$ cat config.mk
export PLATFORM = sky130hd
export DESIGN_NAME = bldc_initial_position_detector_top
export DESIGN_NICKNAME = d
export VERILOG_FILES = /design/src/rtl/bipd_pkg.sv /design/src/rtl/bldc_initial_position_detector_top.sv /design/src/rtl/bipd_cfg_regs.sv /design/src/rtl/bipd_sequencer.sv
export SDC_FILE = /design/constraint.sdc
export NUM_CORES = 1
export LEC_CHECK = 0
export BUFFER_PORTS_ARGS = -buffer_cell sky130_fd_sc_hd__buf_2
export CAP_MARGIN = 30
export CORE_ASPECT_RATIO = 1.2
export CORE_UTILIZATION = 35
export DETAILED_ROUTE_END_ITERATION = 10
export GPL_ROUTABILITY_DRIVEN = 0
export MAX_ROUTING_LAYER = met4
export PLACE_DENSITY = 0.57
export SLEW_MARGIN = 30
export SYNTH_ARGS = -nofsm -noshare
export SYNTH_HDL_FRONTEND = slang
export SYNTH_SLANG_ARGS = --single-unit
$ cat constraint.sdc
create_clock -name i_clk -period 7.1 [get_ports i_clk]
set_input_delay 0.355 -clock i_clk [delete_from_list [all_inputs] [get_ports i_clk]]
set_output_delay 0.355 -clock i_clk [all_outputs]
set_load 0.005 [all_outputs]
$ cat src/rtl/bipd_pkg.sv
package bipd_pkg;

    // Default width of the tick counter and of the best-time register.
    localparam int TIME_WIDTH_DEF = 16;

    localparam int CFG_IDX_W  = 2;
    localparam int CFG_DATA_W = 16;
    localparam int TIME_OUT_W = 16;
    localparam int VEC_W      = 3;
    localparam int DRV_W      = 2;

    localparam logic [CFG_IDX_W-1:0] CFG_PULSE_TIMEOUT = 2'd0;
    localparam logic [CFG_IDX_W-1:0] CFG_REST_TICKS    = 2'd1;

    localparam logic [CFG_DATA_W-1:0] TIMEOUT_RESET = 16'd6000;
    localparam logic [CFG_DATA_W-1:0] REST_RESET    = 16'd6000;
    localparam int                    BEST_RESET    = 6000;

    localparam logic [VEC_W-1:0] VEC_FIRST = 3'd0;
    localparam logic [VEC_W-1:0] VEC_LAST  = 3'd5;

    localparam logic [DRV_W-1:0] DRV_OFF  = 2'b00;
    localparam logic [DRV_W-1:0] DRV_LOW  = 2'b01;
    localparam logic [DRV_W-1:0] DRV_HIGH = 2'b10;

    typedef enum logic [1:0] {
        MODE_IDLE  = 2'd0,
        MODE_PULSE = 2'd1,
        MODE_REST  = 2'd2
    } t_mode;

    typedef struct packed {
        logic start_req;
        logic comparator_trip;
    } t_in_item;

    typedef struct packed {
        logic [DRV_W-1:0]      drive_u;
        logic [DRV_W-1:0]      drive_v;
        logic [DRV_W-1:0]      drive_w;
        logic                  adc_trigger;
        logic                  busy_res;
        logic                  done_res;
        logic [VEC_W-1:0]      detected_vector;
        logic [TIME_OUT_W-1:0] shortest_time;
    } t_out_item;

    typedef struct packed {
        logic [CFG_DATA_W-1:0] pulse_timeout;
        logic [CFG_DATA_W-1:0] rest_ticks;
    } t_cfg;

    typedef struct packed {
        logic [DRV_W-1:0] u;
        logic [DRV_W-1:0] v;
        logic [DRV_W-1:0] w;
    } t_drive;

    // Phase drive for each test vector: first phase high, second phase low.
    function automatic t_drive drive_of(input logic [VEC_W-1:0] vec);
        t_drive d;
        case (vec)
            3'd0:    d = '{u: DRV_HIGH, v: DRV_LOW,  w: DRV_OFF};
            3'd1:    d = '{u: DRV_HIGH, v: DRV_OFF,  w: DRV_LOW};
            3'd2:    d = '{u: DRV_LOW,  v: DRV_HIGH, w: DRV_OFF};
            3'd3:    d = '{u: DRV_OFF,  v: DRV_HIGH, w: DRV_LOW};
            3'd4:    d = '{u: DRV_LOW,  v: DRV_OFF,  w: DRV_HIGH};
            3'd5:    d = '{u: DRV_OFF,  v: DRV_LOW,  w: DRV_HIGH};
            default: d = '{u: DRV_OFF,  v: DRV_OFF,  w: DRV_OFF};
        endcase
        return d;
    endfunction

endpackage

$ cat src/rtl/bldc_initial_position_detector_top.sv
// Inductive initial rotor position detector for a BLDC motor. Each input item is one timer
// tick carrying a start request and the current-comparator trip; each accepted item yields
// exactly one result item with the phase drives, ADC trigger, busy and done flags, and the
// winning vector with its time. A start while idle runs six test pulses (U-V, U-W, V-U,
// V-W, W-U, W-V), each followed by a rest with all drives off. The block takes one item
// per clock cycle while the result side does not stall; a result is offered once its item
// has passed the input register and the sequencer step that reads it has loaded the result
// register. Stall on the result side holds both registers and reaches the input stall in
// the same cycle once the input register is occupied. The configuration registers take a
// write at any edge, so write them only while no item is in flight.
module bldc_initial_position_detector_top #(
    parameter int TIME_WIDTH = bipd_pkg::TIME_WIDTH_DEF
) (
    input  logic                              i_clk,
    input  logic                              i_rst_n,
    input  logic                              i_in_valid,
    output logic                              o_in_stall,
    input  bipd_pkg::t_in_item                i_in_item,
    output logic                              o_out_valid,
    input  logic                              i_out_stall,
    output bipd_pkg::t_out_item               o_out_item,
    input  logic                              i_cfg_we,
    input  logic [bipd_pkg::CFG_IDX_W-1:0]    i_cfg_idx,
    input  logic [bipd_pkg::CFG_DATA_W-1:0]   i_cfg_data
);

    bipd_pkg::t_cfg       cfg;
    bipd_pkg::t_out_item  step_result;

    logic                 r_s1_valid;
    bipd_pkg::t_in_item   r_s1_item;
    logic                 r_out_valid;
    bipd_pkg::t_out_item  r_out_item;
    logic                 advance;
    logic                 in_accept;

    assign advance    = r_s1_valid && (!r_out_valid || !i_out_stall);
    assign o_in_stall = r_s1_valid && !advance;
    assign in_accept  = i_in_valid && !o_in_stall;

    bipd_cfg_regs u_cfg (
        .i_clk      (i_clk),
        .i_rst_n    (i_rst_n),
        .i_cfg_we   (i_cfg_we),
        .i_cfg_idx  (i_cfg_idx),
        .i_cfg_data (i_cfg_data),
        .o_cfg      (cfg)
    );

    bipd_sequencer #(
        .TIME_WIDTH (TIME_WIDTH)
    ) u_seq (
        .i_clk    (i_clk),
        .i_rst_n  (i_rst_n),
        .i_step   (advance),
        .i_item   (r_s1_item),
        .i_cfg    (cfg),
        .o_result (step_result)
    );

    always_ff @(posedge i_clk) begin
        if (!i_rst_n) begin
            r_s1_valid <= 1'b0;
        end else if (in_accept) begin
            r_s1_valid <= 1'b1;
        end else if (advance) begin
            r_s1_valid <= 1'b0;
        end
    end

    always_ff @(posedge i_clk) begin
        if (in_accept) begin
            r_s1_item <= i_in_item;
        end
    end

    always_ff @(posedge i_clk) begin
        if (!i_rst_n) begin
            r_out_valid <= 1'b0;
        end else if (advance) begin
            r_out_valid <= 1'b1;
        end else if (!i_out_stall) begin
            r_out_valid <= 1'b0;
        end
    end

    always_ff @(posedge i_clk) begin
        if (advance) begin
            r_out_item <= step_result;
        end
    end

    assign o_out_valid = r_out_valid;
    assign o_out_item  = r_out_item;

endmodule

$ cat src/rtl/bipd_cfg_regs.sv
module bipd_cfg_regs (
    input  logic                              i_clk,
    input  logic                              i_rst_n,
    input  logic                              i_cfg_we,
    input  logic [bipd_pkg::CFG_IDX_W-1:0]    i_cfg_idx,
    input  logic [bipd_pkg::CFG_DATA_W-1:0]   i_cfg_data,
    output bipd_pkg::t_cfg                    o_cfg
);

    logic [bipd_pkg::CFG_DATA_W-1:0] r_pulse_timeout;
    logic [bipd_pkg::CFG_DATA_W-1:0] r_rest_ticks;

    always_ff @(posedge i_clk) begin
        if (!i_rst_n) begin
            r_pulse_timeout <= bipd_pkg::TIMEOUT_RESET;
            r_rest_ticks    <= bipd_pkg::REST_RESET;
        end else if (i_cfg_we) begin
            case (i_cfg_idx)
                bipd_pkg::CFG_PULSE_TIMEOUT: r_pulse_timeout <= i_cfg_data;
                bipd_pkg::CFG_REST_TICKS:    r_rest_ticks    <= i_cfg_data;
                default: ;
            endcase
        end
    end

    assign o_cfg.pulse_timeout = r_pulse_timeout;
    assign o_cfg.rest_ticks    = r_rest_ticks;

endmodule

$ cat src/rtl/bipd_sequencer.sv
module bipd_sequencer #(
    parameter int TIME_WIDTH = bipd_pkg::TIME_WIDTH_DEF
) (
    input  logic                 i_clk,
    input  logic                 i_rst_n,
    input  logic                 i_step,
    input  bipd_pkg::t_in_item   i_item,
    input  bipd_pkg::t_cfg       i_cfg,
    output bipd_pkg::t_out_item  o_result
);

    // Compare width covers both the counter and the 16-bit registers.
    localparam int CMP_W = (TIME_WIDTH > bipd_pkg::CFG_DATA_W) ?
                           TIME_WIDTH : bipd_pkg::CFG_DATA_W;
    localparam longint TMAX_L = (64'd1 << TIME_WIDTH) - 64'd1;
    localparam logic [TIME_WIDTH-1:0] TMAX = TIME_WIDTH'(TMAX_L);
    localparam logic [TIME_WIDTH-1:0] BEST_RST =
        TIME_WIDTH'((64'(bipd_pkg::BEST_RESET) > TMAX_L) ?
                    TMAX_L : 64'(bipd_pkg::BEST_RESET));

    bipd_pkg::t_mode               r_mode, n_mode;
    logic [bipd_pkg::VEC_W-1:0]    r_vec, n_vec;
    logic [TIME_WIDTH-1:0]         r_tick, n_tick;
    logic [TIME_WIDTH-1:0]         r_best_time, n_best_time;
    logic [bipd_pkg::VEC_W-1:0]    r_best_vec, n_best_vec;

    bipd_pkg::t_mode               cur_mode;
    logic [bipd_pkg::VEC_W-1:0]    cur_vec;
    logic [TIME_WIDTH-1:0]         cur_tick;
    logic [TIME_WIDTH-1:0]         cur_best;
    logic [TIME_WIDTH-1:0]         tick_inc;
    logic [TIME_WIDTH-1:0]         timeout_sat;
    logic [CMP_W-1:0]              timeout_ext;
    logic [CMP_W-1:0]              rest_ext;
    logic [CMP_W-1:0]              inc_ext;
    logic [CMP_W-1:0]              best_ext;
    logic                          at_max;
    bipd_pkg::t_drive              drv;
    logic                          adc, busy, done;

    always_comb begin
        timeout_ext = CMP_W'(i_cfg.pulse_timeout);
        rest_ext    = CMP_W'(i_cfg.rest_ticks);
        // Timeout loaded into best time saturates to the counter range.
        if (timeout_ext > CMP_W'(TMAX)) begin
            timeout_sat = TMAX;
        end else begin
            timeout_sat = TIME_WIDTH'(timeout_ext);
        end

        cur_mode = r_mode;
        cur_vec  = (r_vec > bipd_pkg::VEC_LAST) ? bipd_pkg::VEC_FIRST : r_vec;
        cur_tick = r_tick;
        cur_best = r_best_time;
        if (r_mode == bipd_pkg::MODE_IDLE && i_item.start_req) begin
            cur_mode = bipd_pkg::MODE_PULSE;
            cur_vec  = bipd_pkg::VEC_FIRST;
            cur_tick = '0;
            cur_best = timeout_sat;
        end

        tick_inc = (cur_tick != TMAX) ? cur_tick + 1'b1 : cur_tick;
        inc_ext  = CMP_W'(tick_inc);
        at_max   = (tick_inc == TMAX);

        n_mode      = cur_mode;
        n_vec       = cur_vec;
        n_tick      = cur_tick;
        n_best_time = cur_best;
        n_best_vec  = r_best_vec;
        drv         = bipd_pkg::drive_of(cur_vec);
        adc         = 1'b0;
        busy        = 1'b0;
        done        = 1'b0;

        case (cur_mode)
            bipd_pkg::MODE_PULSE: begin
                adc    = 1'b1;
                busy   = 1'b1;
                n_tick = tick_inc;
                if (i_item.comparator_trip || inc_ext >= timeout_ext || at_max) begin
                    // Ties go to the later vector.
                    if (cur_best >= tick_inc) begin
                        n_best_time = tick_inc;
                        n_best_vec  = cur_vec;
                    end
                    n_mode = bipd_pkg::MODE_REST;
                    n_tick = '0;
                end
            end
            bipd_pkg::MODE_REST: begin
                drv    = '{u: bipd_pkg::DRV_OFF, v: bipd_pkg::DRV_OFF,
                           w: bipd_pkg::DRV_OFF};
                busy   = 1'b1;
                n_tick = tick_inc;
                if (inc_ext >= rest_ext || at_max) begin
                    n_tick = '0;
                    if (cur_vec >= bipd_pkg::VEC_LAST) begin
                        done   = 1'b1;
                        n_mode = bipd_pkg::MODE_IDLE;
                        n_vec  = bipd_pkg::VEC_FIRST;
                    end else begin
                        n_vec  = cur_vec + 1'b1;
                        n_mode = bipd_pkg::MODE_PULSE;
                    end
                end
            end
            default: begin
                n_mode = bipd_pkg::MODE_IDLE;
                drv    = '{u: bipd_pkg::DRV_OFF, v: bipd_pkg::DRV_OFF,
                           w: bipd_pkg::DRV_OFF};
            end
        endcase

        best_ext                 = CMP_W'(n_best_time);
        o_result.drive_u         = drv.u;
        o_result.drive_v         = drv.v;
        o_result.drive_w         = drv.w;
        o_result.adc_trigger     = adc;
        o_result.busy_res        = busy;
        o_result.done_res        = done;
        o_result.detected_vector = n_best_vec;
        o_result.shortest_time   = best_ext[bipd_pkg::TIME_OUT_W-1:0];
    end

    always_ff @(posedge i_clk) begin
        if (!i_rst_n) begin
            r_mode      <= bipd_pkg::MODE_IDLE;
            r_vec       <= bipd_pkg::VEC_FIRST;
            r_tick      <= '0;
            r_best_time <= BEST_RST;
            r_best_vec  <= bipd_pkg::VEC_FIRST;
        end else if (i_step) begin
            r_mode      <= n_mode;
            r_vec       <= n_vec;
            r_tick      <= n_tick;
            r_best_time <= n_best_time;
            r_best_vec  <= n_best_vec;
        end
    end

endmodule

==> results of run 1 <==
## final cells by class
cell class              instances  share of cell area
clock buffers                  12              0.0410
inverters                      57              0.0304
flip-flops and latches        104               0.338
multi-input cells             534               0.501
repair buffers                 61              0.0469
well taps                     220              0.0390
clock inverters                 4             0.00426
## cells in the mapped netlist, drive strengths merged (9+ instances only)
cell | instances | share of area
buf | 14 | 0.018
dfxtp | 74 | 0.23
a32oi | 15 | 0.021
o21ai | 44 | 0.035
nor3 | 10 | 0.0087
nor2b | 17 | 0.017
a21oi | 44 | 0.035
nand3 | 11 | 0.0087
inv | 57 | 0.034
edfxtp | 30 | 0.14
a21boi | 21 | 0.025
a21o | 22 | 0.026
o211ai | 21 | 0.025
nor2 | 32 | 0.019
nand2 | 127 | 0.076
ha | 54 | 0.11
mux2 | 9 | 0.016
clkbuf | 30 | 0.018
## critical path: cells and delay by family (launching register included)
kind	cells	cell delay, ns
AO/OA/AOI/OAI	6	1.84
adder cells (fa/ha/maj)	2	0.57
buffers and inverters	1	0.08
flip-flops	1	0.50
AND/OR/NAND/NOR	9	2.43
## state kept, by name, summed over array words and instances, names as in the netlist
register,flops
r_s1_item,2
u_cfg.r_rest_ticks,16
u_seq.r_best_time,16
u_seq.r_mode,2
o_out_valid,1
u_seq.r_tick,16
u_cfg.r_pulse_timeout,16
u_seq.r_vec,3
r_s1_valid,1
u_seq.r_best_vec,3
o_out_item,28
## path summary, 6_finish.rpt
path,slack (ns),from,cells past startpoint,endpoint
setup / recovery,1.61,u_seq.r_mode[1],18,u_seq.r_tick[9]
hold / removal,0.17,i_in_item[0],1,r_s1_item[0]
setup reg to reg,1.61,u_seq.r_mode[1],18,u_seq.r_tick[9]
hold reg to reg,0.46,u_seq.r_best_vec[1],2,u_seq.r_best_vec[1]
## per-stage QoR
step / hold slack, ns / std cells / instance area (sq um) / power, mW
after floorplan: 0.436 / 739 / 6340 / 0.812
after global placement: 0.443 / 975 / 6720 / 0.870
after detailed placement: 0.455 / 976 / 6730 / 0.873
after CTS: 0.153 / 992 / 7050 / 1.40
after global routing: 0.157 / 992 / 7050 / 1.45
final: 0.171 / 992 / 7050 / 1.39
## where the power goes
group          internal, mW  switching, mW  leakage, nW
clock                 0.292          0.236        0.155
combinational        0.0785          0.125         1.82
sequential            0.642         0.0134        0.890
total                  1.01          0.374         2.87
## logic make-up after synthesis
| logic type | count (synthesis) | synth area share |
|---|---|---|
| AND/OR/NAND/NOR | 246 | 0.187 |
| AO/OA/AOI/OAI | 212 | 0.226 |
| flip-flops | 104 | 0.376 |
| buffers and inverters | 101 | 0.0697 |
| adder cells (fa/ha/maj) | 54 | 0.107 |
| multiplexers | 17 | 0.0286 |
| XOR/XNOR | 5 | 0.00691 |
## per-layer routing
| layer | vias up | track usage |
|---|---|---|
| li1 | 2696 | - |
| met2 | 149 | 0.303 |
| met3 | 36 | 0.0311 |
| met4 | 0 | 0.0976 |
| met1 | 2522 | 0.236 |
| met5 | - | - |
==> run summary, run 1 <==
FMAX: 182 MHz
Initial antenna violation count: 0
Post-layout nets: 846
Vias in the first global route: 5131
Worst path cell trace: or3b_1 -> nand2_1 -> inv_1 -> ha_1 -> nand3_1 -> nor3_2 -> and2_1 -> nor2_1 -> nor3_1 -> ha_1 -> a21oi_1 -> o21ai_0 -> a2111oi_0 -> a31oi_1 -> or2_2 -> a21boi_2 -> a32oi_1 -> nor2b_1
Core ar.: 17600 sq um
Hold WC Path Type: in2reg
Met3 WL: 764 um
MaxCap Viol Count: 0
CP Launch Type: register
Leakage: 2.87 nW
Initial Util: 0.359
Synthesized area per cell: 8.58 sq um
Met2 WL: 7440 um
FF/Latch Area: 2380 sq um
Synth Warn #: 0
Core Util, Final: 0.400
TritonCTS clock tree: yes
Initial DRT Pass Iterations: 8
Post-Syn Area: 6340 sq um
Crit path DAT: 5.78 ns
Worst Setup Slack, final: 1.61 ns
CP required: 7.39 ns
HPWL after DPL: 11800 um
Syn Inst Count: 739
Max H-tree Level: 3
Period minus WS final: 5.49 ns
Commonest non-fill, non-tap cell in the layout: nand2_1
Avg Vias per Cell: 5.45
Share of cells above drive strength 1: 0.141
Main synth FF type: dfxtp_1
Rows: 53
ANT nets after route: 0
Commonest cells after routing, fill and taps aside: 126 x nand2_1, 74 x dfxtp_1, 56 x inv_1
Num CTS Buffers: 9
Die Y: 149 um
Multi-input logic area: 3530 sq um
Clock root cell: clkbuf_16
Routed WL: 16400 um
CP max FO: 17
PwrDens: 197 nW/um^2
Pre-CTS setup slack: 1.76 ns
Hold-fix buffers at CTS: 0
CP max-delay cell: a21boi_2
ANT cells: 0
Tcrit/Tclk final: 0.773
First-pass GRT wire length: 26800 um
# fillers: 1821
Largest stage delay on the critical path: 0.73 ns
Clock slew at reported path FFs: 0.07 ns
Setup bufs post-CTS: 0
Most used cell, CP: ha_1
Overflow after GRT: 0
# IOs: 55
Cts repair resizes: 0
Synth Register Bits: 104
Critical path class: reg2reg
PortBufs: 54
Overall Global Routing Usage: 0.191
Net Count, Synth: 818
RSZ-0062 raised after global routing: false
Status: finished with violations
Rel. slew slack: 0.390
Register area share after synthesis: 0.376
CTS Buffer Depth: 2
CP endpoint kind: register
Pins Over Slew Limit: 0
Die X-Extent: 125 um
Clock Sinks: 104
Largest net degree at the start of global routing: 79
Max VDD drop: 0.120 mV
Routed met1 length: 7630 um
Die Area: 18700 sq um
Failing checks: design-rule violations
Number of synthesized flops with an enable pin: 30
Unique masters post-synth: 67
Vias: 5403
DR iter-0 viols: 502
Wire per inst: 16.5 um
Area grow syn2layout: 11.2%
Worst-Margin Slew: 0.910 ns
DRC Markers: 14
Setup TNS: 0 ns
Worst clock skew: 0.0126 ns
Top sig layer: met4
Post-synth ARST share: 0
Clock Latency Late Sink: 0.37 ns
Final Hold Fails: 0
Setup Viol. Count Final: 0
Power figures use the tool's default switching activity.
==> run 2: changes to the inputs <==
Settings changed: PLACE_DENSITY 0.57 to 0.58.
Clock period 7.1 ns to 4.5 ns, I/O delays scaled along.
==> run summary, run 2 (same netlist as run 1, synthesis figures left out) <==
Status: finished with violations
Failing checks: design-rule violations
First-pass GRT wire length: 26800 um
Buf/Inv on CP: 5
Crit path DAT: 4.44 ns
CP required: 4.65 ns
Die Y: 149 um
Rel. slew slack: 0.468
PortBufs: 54
Seq pwr share: 0.450
Initial Util: 0.359
Period minus WS final: 4.28 ns
R2R Path Start: r_s1_item[1]
Worst path cell trace: or3b_4 -> and2_1 -> ha_4 -> nand3_4 -> nor3_4 -> buf_6 -> buf_4 -> a31o_2 -> nand2_1 -> inv_1 -> ha_1 -> o2111a_1 -> nand2_1 -> o211a_1 -> a211oi_4 -> buf_12 -> buf_4 -> nor2_1 -> a21oi_1
Max H-tree Level: 3
Post-layout nets: 885
Commonest cells after routing, fill and taps aside: 126 x nand2_1, 74 x dfxtp_1, 56 x inv_1
CP Launch Type: register
Clock Latency Late Sink: 0.35 ns
Routed WL: 16800 um
ANT cells: 0
PwrDens: 303 nW/um^2
DR iter-0 viols: 481
Area grow syn2layout: 19.5%
Hold path start: i_in_item[0]
Largest net degree at the start of global routing: 54
Vias: 5505
Hold WC Path Type: in2reg
Die Area: 18700 sq um
Comb power frac: 0.157
CP max-delay cell: or3b_4
Critical path startpoint: r_s1_item[1]
Clock slew at reported path FFs: 0.07 ns
DRC Markers: 8
Worst clock skew: 0.00567 ns
Worst-Margin Slew: 0.798 ns
Initial DRT Pass Iterations: 8
CP max FO: 6
Overall Global Routing Usage: 0.189
Tcrit/Tclk final: 0.952
Total power: 2.30 mW
Max VDD drop: 0.172 mV
Overflow after GRT: 0
Hold path depth: 1
Critical path class: reg2reg
Crit-path leading delay family: compound AO/OA/AOI/OAI gates
Avg Vias per Cell: 5.34
Setup Viol. Count Final: 0
Core ar.: 17600 sq um
Internal power: 1.71 mW
HPWL after DPL: 12400 um
Final Hold Fails: 0
Commonest non-fill, non-tap cell in the layout: nand2_1
Switching power: 587 uW
Hold-fix buffers at CTS: 0
CP endpoint kind: register
FMAX: 233 MHz
# IOs: 55
Largest stage delay on the critical path: 0.41 ns
ANT nets after route: 0
MaxCap Viol Count: 0
Die X-Extent: 125 um
TritonCTS clock tree: yes
Clock Sinks: 104
Clock network fraction of design power: 0.394
Core Util, Final: 0.430
Cell count along the critical path: 19
Pins Over Slew Limit: 0
Switching share of power: 0.256
CTS Buffer Depth: 2
Initial antenna violation count: 0
Reg2Reg Depth: 19
Rows: 53
Share of cells above drive strength 1: 0.210
Wire per inst: 16.3 um
Leakage: 3.13 nW
Vias in the first global route: 5098
Num CTS Buffers: 9
Max FFs per register: 28
Clock root cell: clkbuf_16
## run 2: area by class of cell
cell class / instances / area (sq um)
multi-input cells: 534 / 3670
well taps: 220 / 275
fillers: 1765 / 10100
flip-flops and latches: 104 / 2380
repair buffers: 100 / 696
inverters: 57 / 214
clock buffers: 9 / 225
clock inverters: 7 / 119
## run 2: power by group through the flow
stage	registers (mW)	clock network [mW]	logic [mW]
after detailed placement	1.05	0	0.335
after global placement	1.05	0	0.332
after global routing	1.04	0.964	0.399
after floorplan	1.05	0	0.234
after CTS	1.03	0.928	0.337
final	1.03	0.903	0.360
## run 2: routing by layer
layer  GRT usage  vias up  wire length, um
li1            -     2763                -
met1       0.246     2567             8010
met2       0.305      140             7780
met3      0.0225       35              613
met4      0.0689        0              386
met5           -        -                0
## run 2: final timing paths
check	end	slack, ns
min	r_s1_item[0]	0.05
max	o_out_item[3]	0.22
min reg2reg	u_seq.r_best_vec[1]	0.46
max reg2reg	o_out_item[3]	0.22
## run 2: worst register-to-register path: cells and delay by family, from the launching register on
family                   cells  cell delay [ns]
buffers and inverters        5             0.75
flip-flops                   1             0.35
AND/OR/NAND/NOR              7             1.09
adder cells (fa/ha/maj)      2             0.50
AO/OA/AOI/OAI                5             1.40
## run 2: metrics by stage
stage	hold slack, ns	TNS, ns	setup slack [ns]	std cells	instance area, sq um
2_1_floorplan	0.324	0	0.00408	739	6400
3_3_place_gp	0.409	0	0.141	1004	6990
3_5_place_dp	0.403	0	0.104	1004	6990
4_1_cts	0.0368	0	0.0286	1020	7340
5_1_grt	0.0419	-0.209	-0.0416	1031	7580
6_report	0.0498	0	0.215	1031	7580
## run 2: timing repair
item                                    CTS  global route
endpoints found under the setup margin    0            57
buffers inserted                          0             9
resized for setup                         0            26
==> run 3: changes to the inputs <==
Settings changed: PLACE_DENSITY 0.58 to 0.56.
==> run summary, run 3 (same netlist as run 1, synthesis figures left out) <==
Commonest non-fill, non-tap cell in the layout: nand2_1
R2r endpoint: u_seq.r_tick[14]
Worst Setup Slack, final: 0.249 ns
R2r setup slk: 0.25 ns
Tcrit/Tclk final: 0.945
DRC Markers: 14
Commonest cells after routing, fill and taps aside: 126 x nand2_1, 74 x dfxtp_1, 56 x inv_1
Worst path cell trace: or3b_4 -> and2_1 -> ha_2 -> nand3_2 -> nor3_4 -> buf_4 -> a21boi_4 -> a21oi_1 -> ha_1 -> nand2_1 -> a2111oi_0 -> a2111oi_2 -> a31oi_1 -> or2_2 -> a21boi_4 -> buf_12 -> a32oi_1 -> nor2b_1
Routed met1 length: 7990 um
# fillers: 1831
Status: finished with violations
Die X-Extent: 125 um
Setup Viol. Count Final: 0
# IOs: 55
Largest net degree at the start of global routing: 48
Initial Util: 0.359
R2R Path Start: r_s1_item[1]
CTS Buffer Depth: 2
Worst-Margin Slew: 0.819 ns
Die Y: 149 um
Routed WL: 17000 um
PwrDens: 288 nW/um^2
Top sig layer: met4
Rel. slew slack: 0.454
Clock Sinks: 104
FMAX: 235 MHz
Rows: 53
Avg Vias per Cell: 5.35
Placed Cells: 1005
Hold-fix buffers at CTS: 0
Max FFs per register: 28
Worst clock skew: 0.00641 ns
Num CTS Buffers: 9
CP required: 4.79 ns
Pins Over Slew Limit: 0
Critical path class: reg2reg
Hold path start: i_in_item[0]
Clock Latency Late Sink: 0.36 ns
Hold EP: r_s1_item[0]
Met2 WL: 8140 um
Crit path DAT: 4.55 ns
Setup TNS: 0 ns
CP endpoint kind: register
Clock slew at reported path FFs: 0.07 ns
CP max FO: 16
Hold WC Path Type: in2reg
Overflow after GRT: 0
Die Area: 18700 sq um
First-pass GRT wire length: 27100 um
ANT cells: 0
Critical path startpoint: r_s1_item[1]
Post-route cell area: 7320 sq um
Vias in the first global route: 5158
Fin cells: 1022
MaxCap Viol Count: 0
DP Area: 7000 sq um
Period minus WS final: 4.25 ns
PortBufs: 54
Met3 WL: 521 um
Largest stage delay on the critical path: 0.59 ns
Initial DRT Pass Iterations: 8
Pre-CTS setup slack: 0.00284 ns
Final Hold Fails: 0
ANT nets after route: 0
Vias: 5468
Most used cell, CP: a21boi_4
Max VDD drop: 0.172 mV
CP Launch Type: register
Initial antenna violation count: 0
RSZ-0062 raised after global routing: false
TritonCTS clock tree: yes
Area grow syn2layout: 15.5%
HPWL after DPL: 12700 um
Leakage: 3.04 nW
Hold path depth: 1
Failing checks: design-rule violations
Wire per inst: 16.7 um
CP max-delay cell: a21oi_1
Share of cells above drive strength 1: 0.183
Clock root cell: clkbuf_16
Core ar.: 17600 sq um
DR iter-0 viols: 330
Overall Global Routing Usage: 0.194
Reg2Reg Depth: 18
Max H-tree Level: 3
Post-layout nets: 876
run 3: cell types whose count changed in the layout (fill, tap and decap cells not counted), moves of 2 or more:
cell	previous run	this run
clkbuf_16	11	9
clkbuf_1	0	2
bufinv_16	3	0
clkinvlp_4	2	0
nor2_2	4	2
nor2_1	28	30
clkinv_1	0	3
a21oi_1	41	44
a21oi_2	3	0
buf_4	39	34
run 3: worst max-delay path by stage:
stage / cells after the start / end
after floorplan: 23 / o_out_item[17]
final: 18 / u_seq.r_tick[14]
after global placement: 20 / u_seq.r_best_time[6]
after CTS: 20 / u_seq.r_best_time[5]
after global routing: 17 / u_seq.r_tick[8]
after detailed placement: 20 / u_seq.r_best_time[6]
run 3: per-stage QoR:
step           power [mW]  utilization  hold WS [ns]
3_5_place_dp         1.39        0.397         0.407
4_1_cts              2.12        0.412        0.0361
3_3_place_gp         1.39        0.397         0.412
5_1_grt              2.20        0.415        0.0404
6_report             2.11        0.415        0.0441
2_1_floorplan        1.29            -         0.324
run 3: power by group:
group	internal, mW	total, mW	switching [mW]
Clock	0.387	0.734	0.347
Sequential	1.01	1.03	0.0201
Combinational	0.137	0.339	0.203
Total	1.54	2.11	0.570
run 3: worst max-delay path, delay by kind of cell (launching register included):
kind	cells	cell delay, ns
AOI/OAI and AO/OA	7	1.62
adders and majority gates	2	0.60
and+or+nand+nor	7	1.25
DFF	1	0.37
buffers and inverters	2	0.35
run 3: layer usage:
layer,up-vias,GRT usage
met5,-,-
met4,0,0.0811
met3,26,0.0232
met2,103,0.321
met1,2590,0.241
li1,2749,-
run 3: final cells by class:
cell class | instances | area [sq um] | area share
Clock buffer | 12 | 246 | 0.0337
Clock inverter | 4 | 20.0 | 0.00273
Inverter | 57 | 214 | 0.0292
Multi-Input combinational cell | 534 | 3610 | 0.493
Sequential cell | 104 | 2380 | 0.325
Tap cell | 220 | 275 | 0.0376
Timing Repair Buffer | 91 | 577 | 0.0788
run 3: timing repair:
action,CTS,global route
hold endpoints to repair,0,0
pin swaps,0,2
gates resized for setup,1,10
buffers inserted,0,1
setup endpoints to repair,3,46
